===== config.mk =====
export PLATFORM = sky130hd
export DESIGN_NAME = tifc_core
export DESIGN_NICKNAME = d
export VERILOG_FILES = /design/src/design/tifc_pkg.sv /design/src/design/tifc_core.sv
export SDC_FILE = /design/constraint.sdc
export NUM_CORES = 1
export LEC_CHECK = 0
export BUFFER_PORTS_ARGS = -buffer_cell sky130_fd_sc_hd__buf_4
export CORE_MARGIN = 4
export CORE_UTILIZATION = 30
export CTS_CLUSTER_DIAMETER = 60
export DETAILED_ROUTE_END_ITERATION = 16
export SETUP_SLACK_MARGIN = 0.2
export SYNTH_ARGS = -nofsm -noshare
export SYNTH_HDL_FRONTEND = slang
export SYNTH_SLANG_ARGS = --single-unit
export TNS_END_PERCENT = 1

===== constraint.sdc =====
create_clock -name i_clk -period 5.41 [get_ports i_clk]
set_input_delay 1.082 -clock i_clk [delete_from_list [all_inputs] [get_ports i_clk]]
set_output_delay 1.082 -clock i_clk [all_outputs]
set_load 0.03 [all_outputs]

===== src/design/tifc_pkg.sv =====
// Package for the tape image format checker.
// Holds the word types, command and phase codes and framing constants.
// No dependencies.
package tifc_pkg;

    localparam int OFFSET_BITS = 32;
    localparam int LENGTH_BITS = 24;
    localparam int COUNT_BITS  = 16;

    // even-padded length can reach 2^LENGTH_BITS
    localparam int LEFT_BITS = LENGTH_BITS + 1;

    localparam logic [31:0] WORD_TM  = 32'h0000_0000;
    localparam logic [31:0] WORD_GAP = 32'hFFFF_FFFE;
    localparam logic [31:0] WORD_EOM = 32'hFFFF_FFFF;
    localparam logic [31:0] LEN_MASK = 32'((64'd1 << LENGTH_BITS) - 64'd1);
    localparam logic [31:0] MBZ_MASK = 32'h7FFF_FFFF & ~LEN_MASK;

    typedef enum logic [1:0] {
        CMD_BYTE    = 2'd0,
        CMD_END     = 2'd1,
        CMD_RESTART = 2'd2,
        CMD_NONE    = 2'd3
    } t_cmd;

    typedef enum logic [1:0] {
        PH_HEADER  = 2'd0,
        PH_DATA    = 2'd1,
        PH_TRAILER = 2'd2
    } t_phase;

    typedef enum logic [1:0] {
        VD_VALID   = 2'd0,
        VD_ERRORS  = 2'd1,
        VD_CORRUPT = 2'd2
    } t_verdict;

    typedef struct packed {
        logic [1:0] command;
        logic [7:0] data_byte;
    } t_in_word;

    typedef struct packed {
        logic [1:0]  verdict;
        logic [31:0] mark_offset;
        logic [15:0] error_records;
    } t_out_word;

endpackage


===== src/design/tifc_core.sv =====
// Framing state and verdict logic of the tape image format checker.
// Updates the parse state for one registered input word per cycle while i_go is set.
// Depends on tifc_pkg.
module tifc_core
    import tifc_pkg::*;
(
    input  logic      i_clk,
    input  logic      i_rst_n,
    input  logic      i_go,
    input  t_in_word  i_word,
    output logic      o_emit,
    output t_out_word o_result
);

    t_phase                 r_phase,  n_phase;
    logic [1:0]             r_biw,    n_biw;
    logic [31:0]            r_shift,  n_shift;
    logic [31:0]            r_saved,  n_saved;
    logic [LEFT_BITS-1:0]   r_left,   n_left;
    logic                   r_mark,   n_mark;
    logic [COUNT_BITS-1:0]  r_tally,  n_tally;
    logic [OFFSET_BITS-1:0] r_pos,    n_pos;
    logic [OFFSET_BITS-1:0] r_wstart, n_wstart;
    logic                   r_finished, n_finished;

    t_cmd                   cmd;
    logic [31:0]            full_word;
    logic                   word_done;
    logic [OFFSET_BITS-1:0] pos_inc;
    logic [LEFT_BITS-1:0]   left_init;
    logic                   mbz_bad;
    logic                   tally_max;

    logic                   s_emit;
    t_verdict               s_verdict;
    logic [OFFSET_BITS-1:0] s_offset;
    logic [OFFSET_BITS+31:0] offset_ext;
    logic [COUNT_BITS+15:0] tally_ext;

    assign cmd       = t_cmd'(i_word.command);
    assign full_word = {i_word.data_byte, r_shift[31:8]};
    assign word_done = (r_biw == 2'd3);
    assign pos_inc   = r_pos + OFFSET_BITS'(1);
    assign left_init = {1'b0, full_word[LENGTH_BITS-1:0]} + LEFT_BITS'(full_word[0]);
    assign mbz_bad   = ((full_word & MBZ_MASK) != 32'd0);
    assign tally_max = &r_tally;

    // next state
    always_comb begin
        n_phase    = r_phase;
        n_biw      = r_biw;
        n_shift    = r_shift;
        n_saved    = r_saved;
        n_left     = r_left;
        n_mark     = r_mark;
        n_tally    = r_tally;
        n_pos      = r_pos;
        n_wstart   = r_wstart;
        n_finished = r_finished;
        if (i_go) begin
            unique case (cmd)
                CMD_RESTART: begin
                    n_phase    = PH_HEADER;
                    n_biw      = '0;
                    n_shift    = '0;
                    n_saved    = '0;
                    n_left     = '0;
                    n_mark     = 1'b0;
                    n_tally    = '0;
                    n_pos      = '0;
                    n_wstart   = '0;
                    n_finished = 1'b0;
                end
                CMD_END: begin
                    n_finished = 1'b1;
                end
                CMD_BYTE: begin
                    if (!r_finished) begin
                        if (r_phase == PH_DATA) begin
                            // skip data and padding
                            n_pos  = pos_inc;
                            n_left = r_left - LEFT_BITS'(1);
                            if (r_left == LEFT_BITS'(1)) begin
                                n_phase = PH_TRAILER;
                            end
                        end else begin
                            if (r_biw == 2'd0) begin
                                n_wstart = r_pos;
                            end
                            n_pos   = pos_inc;
                            n_shift = full_word;
                            n_biw   = r_biw + 2'd1;
                            if (word_done) begin
                                if (r_phase == PH_TRAILER) begin
                                    n_phase = PH_HEADER;
                                    if (full_word != r_saved) begin
                                        n_finished = 1'b1;
                                    end
                                end else if (full_word == WORD_TM) begin
                                    if (!r_mark) begin
                                        n_mark = 1'b1;
                                    end else begin
                                        n_finished = 1'b1;
                                    end
                                end else if (full_word == WORD_EOM) begin
                                    n_finished = 1'b1;
                                end else if (full_word != WORD_GAP) begin
                                    n_mark  = 1'b0;
                                    n_saved = full_word;
                                    if (full_word[31] && !tally_max) begin
                                        n_tally = r_tally + COUNT_BITS'(1);
                                    end
                                    if (mbz_bad) begin
                                        n_finished = 1'b1;
                                    end else begin
                                        n_left  = left_init;
                                        n_phase = (left_init != '0) ? PH_DATA : PH_TRAILER;
                                    end
                                end
                            end
                        end
                    end
                end
                default: ;
            endcase
        end
    end

    // result
    always_comb begin
        s_emit    = 1'b0;
        s_verdict = VD_CORRUPT;
        s_offset  = '0;
        if (i_go && !r_finished) begin
            if (cmd == CMD_END) begin
                s_emit = 1'b1;
                if (r_phase == PH_HEADER && r_biw == 2'd0) begin
                    // end at a word boundary is an implied mark
                    s_verdict = (n_tally != '0) ? VD_ERRORS : VD_VALID;
                    s_offset  = r_pos;
                end
            end else if (cmd == CMD_BYTE && r_phase != PH_DATA && word_done) begin
                if (r_phase == PH_TRAILER) begin
                    s_emit = (full_word != r_saved);
                end else if ((full_word == WORD_TM && r_mark) || full_word == WORD_EOM) begin
                    s_emit    = 1'b1;
                    s_verdict = (n_tally != '0) ? VD_ERRORS : VD_VALID;
                    s_offset  = r_wstart;
                end else if (full_word != WORD_TM && full_word != WORD_GAP) begin
                    s_emit = mbz_bad;
                end
            end
        end
    end

    assign offset_ext = {32'd0, s_offset};
    assign tally_ext  = {16'd0, n_tally};

    assign o_emit                 = s_emit;
    assign o_result.verdict       = s_verdict;
    assign o_result.mark_offset   = offset_ext[31:0];
    assign o_result.error_records = tally_ext[15:0];

    always_ff @(posedge i_clk) begin
        if (!i_rst_n) begin
            r_phase    <= PH_HEADER;
            r_biw      <= '0;
            r_shift    <= '0;
            r_saved    <= '0;
            r_left     <= '0;
            r_mark     <= 1'b0;
            r_tally    <= '0;
            r_pos      <= '0;
            r_wstart   <= '0;
            r_finished <= 1'b0;
        end else begin
            r_phase    <= n_phase;
            r_biw      <= n_biw;
            r_shift    <= n_shift;
            r_saved    <= n_saved;
            r_left     <= n_left;
            r_mark     <= n_mark;
            r_tally    <= n_tally;
            r_pos      <= n_pos;
            r_wstart   <= n_wstart;
            r_finished <= n_finished;
        end
    end

endmodule


Yosys cells after proc, flatten, opt, wreduce, memory -nomap -nowiden
Index checks and enable logic that the tools add are counted.

storage, ports and cells
  register bits after elaboration = 175
  output and inout port bits = 51
  input bits = 13

cells by class
  $add $sub $neg = 5
  reductions and logical operators = 29
  equal/unequal tests = 31
  multiplexer cells = 88

operators by type and width
  operator                                              count
  2-to-1 mux 32 bit                                     19
  one-hot mux 32 bit (2 select lines)                   4
  2-to-1 mux 25 bit                                     8
  2-to-1 mux 16 bit                                     9
  nonzero test 32 bit                                   2
  one-hot mux 25 bit (2 select lines)                   1
  2-to-1 mux 2 bit                                      18
  adder 32 x 1 -> 32 bit, second input constant         1
  equality test 32 bit, second input constant           1
  logical NOT 32 bit                                    1
  inequality test 32 bit                                1
  inequality test 32 bit, second input constant         1
  one-hot mux 16 bit (2 select lines)                   1
  AND reduction 9 bit                                   3
  adder 24 x 1 -> 25 bit                                1
  equality test 25 x 1 -> 1 bit, second input constant  1
  nonzero test 25 bit                                   1
  subtractor 25 x 1 -> 25 bit, second input constant    1
  2-to-1 mux 1 bit                                      24
  inequality test 3 bit, second input constant          7
  adder 16 x 1 -> 16 bit, second input constant         1
  AND reduction 16 bit                                  1
  nonzero test 16 bit                                   1
  inequality test 2 bit, second input constant          7
  other kinds (23)                                      38

Depth between registers and ports, before layout
  word-level depth = 20
  mapped depth = 13

Least setup slack after synthesis
No wires, ideal clock.

  path kind = input port to output port
  start = in i_word[8] (netlist bit)
  end = out o_result[48] (netlist bit)
  stages = 8
  arrival time = 3,561 ps
  setup slack = 767 ps
  data required time = 4,328 ps
  cell sequence = and2b_1 nand3_1 or3_4 nor4_1 mux2i_1 a2111o_1 nor4_2 a31oi_1

RTL lines
  item                line             text
  start: declaration  tifc_core.sv:10  input t_in_word i_word,
  end: declaration    tifc_core.sv:12  output t_out_word o_result

==> flow_summary.json <==
{
  "finalSetupViolCount": 0,
  "drive_gt1_share_pct": 13.69,
  "cellPowerDensity_mw_per_mm2": 237.4,
  "cp_slowest_cell": "or2b_1",
  "dp_hpwl_mm": 17.78,
  "yosysWarnings": 0,
  "finalHoldViolCount": 0,
  "syn_nets": 1269,
  "max_stage_delay_ns": 0.77,
  "fp.dieW_um": 186.9,
  "clk_path_buf_depth": 2,
  "cp-start-kind": "register",
  "die_h_um": 186.9,
  "final_max_slew_viol_count": 0,
  "layout_commonest_cell": "nand2_1",
  "core_area_sq_mm": 0.03156,
  "drtIter0Drc": 670,
  "cts_hold_buf": 0,
  "period_share_pct": 91.09,
  "synth_ff_type": "dfxtp_1",
  "ir_worst_vdd_v": 0.0002162,
  "cp_max_fo": 26,
  "antenna_found_initial": 0,
  "power_mw": 2.584,
  "crit_required_ns": 4.33,
  "diodes": 0,
  "grt-ovfl-total": 0,
  "clock-sinks": 167,
  "synth_area_sq_mm": 0.009603,
  "pwr-share-comb_pct": 5.7,
  "arrival_ns": 3.85,
  "grt_use_total_pct": 14.85,
  "place_ws_ns": 0.5571,
  "port_buffers": 63,
  "die-area_sq_mm": 0.03494,
  "start_util_pct": 30.43,
  "h-tree-depth": 4,
  "p_switching_uw": 664.9,
  "cts_setup_buffers": 0,
  "layout_common_cells": "197 x nand2_1, 167 x dfxtp_1, 103 x nand3_1, 89 x nor2_1, 87 x buf_4",
  "synth_area_leaders": "dfxtp_1 35%, nand2_1 7.7%, nand3_1 5.4%",
  "hp-class": "register to register",
  "routabilityCongestion": 0.8533,
  "syn_area_per_cell_sq_um": 7.701,
  "fin_util_pct": 34.50,
  "cts_resized": 0,
  "seq_area_frac_synth_pct": 34.81,
  "max_cap_viol_count": 0,
  "crit_chain": "or2b_1 > nand3_4 > or3_4 > o31a_1 > o21a_1 > a2111o_1 > nor4_2 > a31oi_1 > buf_4",
  "power.share.clock_pct": 46.4,
  "row_count": 65,
  "ios": 64,
  "final_area_sq_mm": 0.01089,
  "area_growth_pct": 13.38,
  "worstMarginPinSlew_ns": 1.044,
  "synth_area_leader_cell": "dfxtp_1",
  "run_status": "finished clean",
  "viasPerCell": 5.288,
  "synth-seq-cells": 167,
  "synth_edf_count": 0,
  "first_pass_iters": 5,
  "synthCells": 1247,
  "max_slew_margin_pct": 30.24,
  "fin_setup_tns_ns": 0,
  "via_count": 8809,
  "path_clk_slew_ns": 0.07,
  "crit_path_end_kind": "output pin",
  "cts_tree": "yes",
  "switching_share_pct": 25.73,
  "post_synth_num_cell_types": 64,
  "fin_crit_ns": 4.928,
  "internal_power_mw": 1.919,
  "sequentialPowerShare_pct": 47.9,
  "grt_pass1_vias": 8266,
  "fmax_mhz": 202.9,
  "synthArstFlopShare_pct": 0,
  "drc": 0,
  "nets": 1273,
  "wire_per_inst_um": 15.88,
  "clk_latency_ns": 0.44,
  "synth_top_area_share_pct": 34.81,
  "grt_first_pass_wirelength_mm": 43.56,
  "p_leak_nw": 3.622,
  "dpl-instance-area_sq_mm": 0.01032,
  "skew_ns": 0.01414,
  "cts_made_buffers": 17,
  "rsz0062_at_grt": "false",
  "wirelength_mm": 26.45,
  "grt_max_degree": 92,
  "crit_type": "register to output pin",
  "drtAntennaViolNets": 0,
  "root_buffer": "clkbuf_16",
  "timing.final.ws_setup_ns": 0.4820
}
[final timing paths]
kind	from	slack, ns	to	depth (start not counted)
worst max-delay path	r_phase[1]	0.48	o_result[48]	9
worst min-delay path	r_wstart[27]	0.47	r_wstart[27]	2
worst max register to register	r_shift[20]	2.32	r_finished	8
worst min register to register	r_wstart[27]	0.47	r_wstart[27]	2
[synth_stat cells (15+ instances only)]
cell type / n
nor2_1: 92
a22oi_1: 28
a21boi_0: 67
a21oi_1: 41
o21ai_0: 33
nor3_1: 32
xnor2_1: 47
nand3_1: 103
nand4_1: 38
inv_1: 15
a21oi_2: 29
dfxtp_1: 167
o211ai_1: 16
buf_2: 24
and2_1: 22
nor2b_1: 30
nor4_1: 24
xor2_1: 49
nand2_1: 197
clkbuf_1: 61
[through the flow]
| step | hold slack, ns | instances |
|---|---|---|
| after global placement | 0.4500 | 1634 |
| after floorplan | 0.4412 | 1247 |
| after CTS | 0.4685 | 1666 |
| final | 0.4652 | 1666 |
| after detailed placement | 0.4585 | 1634 |
| after global routing | 0.4867 | 1666 |
[metal layers]
layer,up-vias,global-route usage (%),share of wire (%)
met5,-,0,0
met4,0,4.465,1.5
met3,30,3.154,5.4
met2,220,22.83,45
met1,4193,20.95,48
li1,4366,-,-
[worst max-delay path, delay by kind of cell, from the launching register on]
family,cells,cell delay (ns)
AO/OA/AOI/OAI,4,1.07
buffers and inverters,1,0.22
flip-flops,1,0.50
AND/OR/NAND/NOR,4,1.62
[registers in the layout (all words and copies together), names as in the netlist, 2 cells and up]
signal,count
r_wstart,32
r_phase,2
r_tally,16
r_pos,32
r_saved,32
r_left,25
r_biw,2
r_shift,24
[kinds of logic (layout without fill, tap and decap cells)]
kind of cell,Yosys count,count (layout),synth area share (%)
simple gates,598,598,30.88
compound gates,254,254,18.29
xor+xnor,96,96,8.756
buf+inv,117,134,5.433
flops,167,167,34.81
mux,5,5,0.5472
fa+ha+maj,10,10,1.277
[layout make-up]
cell class                 instances  area (sq um)
tap                              402         503.0
fill                            3371         20670
multi-input combinational        963          5762
timing repair buffer              87         653.1
inverter                          15         56.30
sequential                       167          3343
clock buffer                      18         429.2
clock inverter                    14         141.4
[power by group through the flow]
stage | combinational (mW) | sequential [mW] | clock [mW]
floorplan | 0.104 | 1.26 | 0
detailed placement | 0.148 | 1.27 | 0
finish | 0.148 | 1.24 | 1.20
global route | 0.162 | 1.24 | 1.29
CTS | 0.149 | 1.24 | 1.24
global placement | 0.148 | 1.27 | 0
No activity file was read; power rests on OpenSTA's default activity.
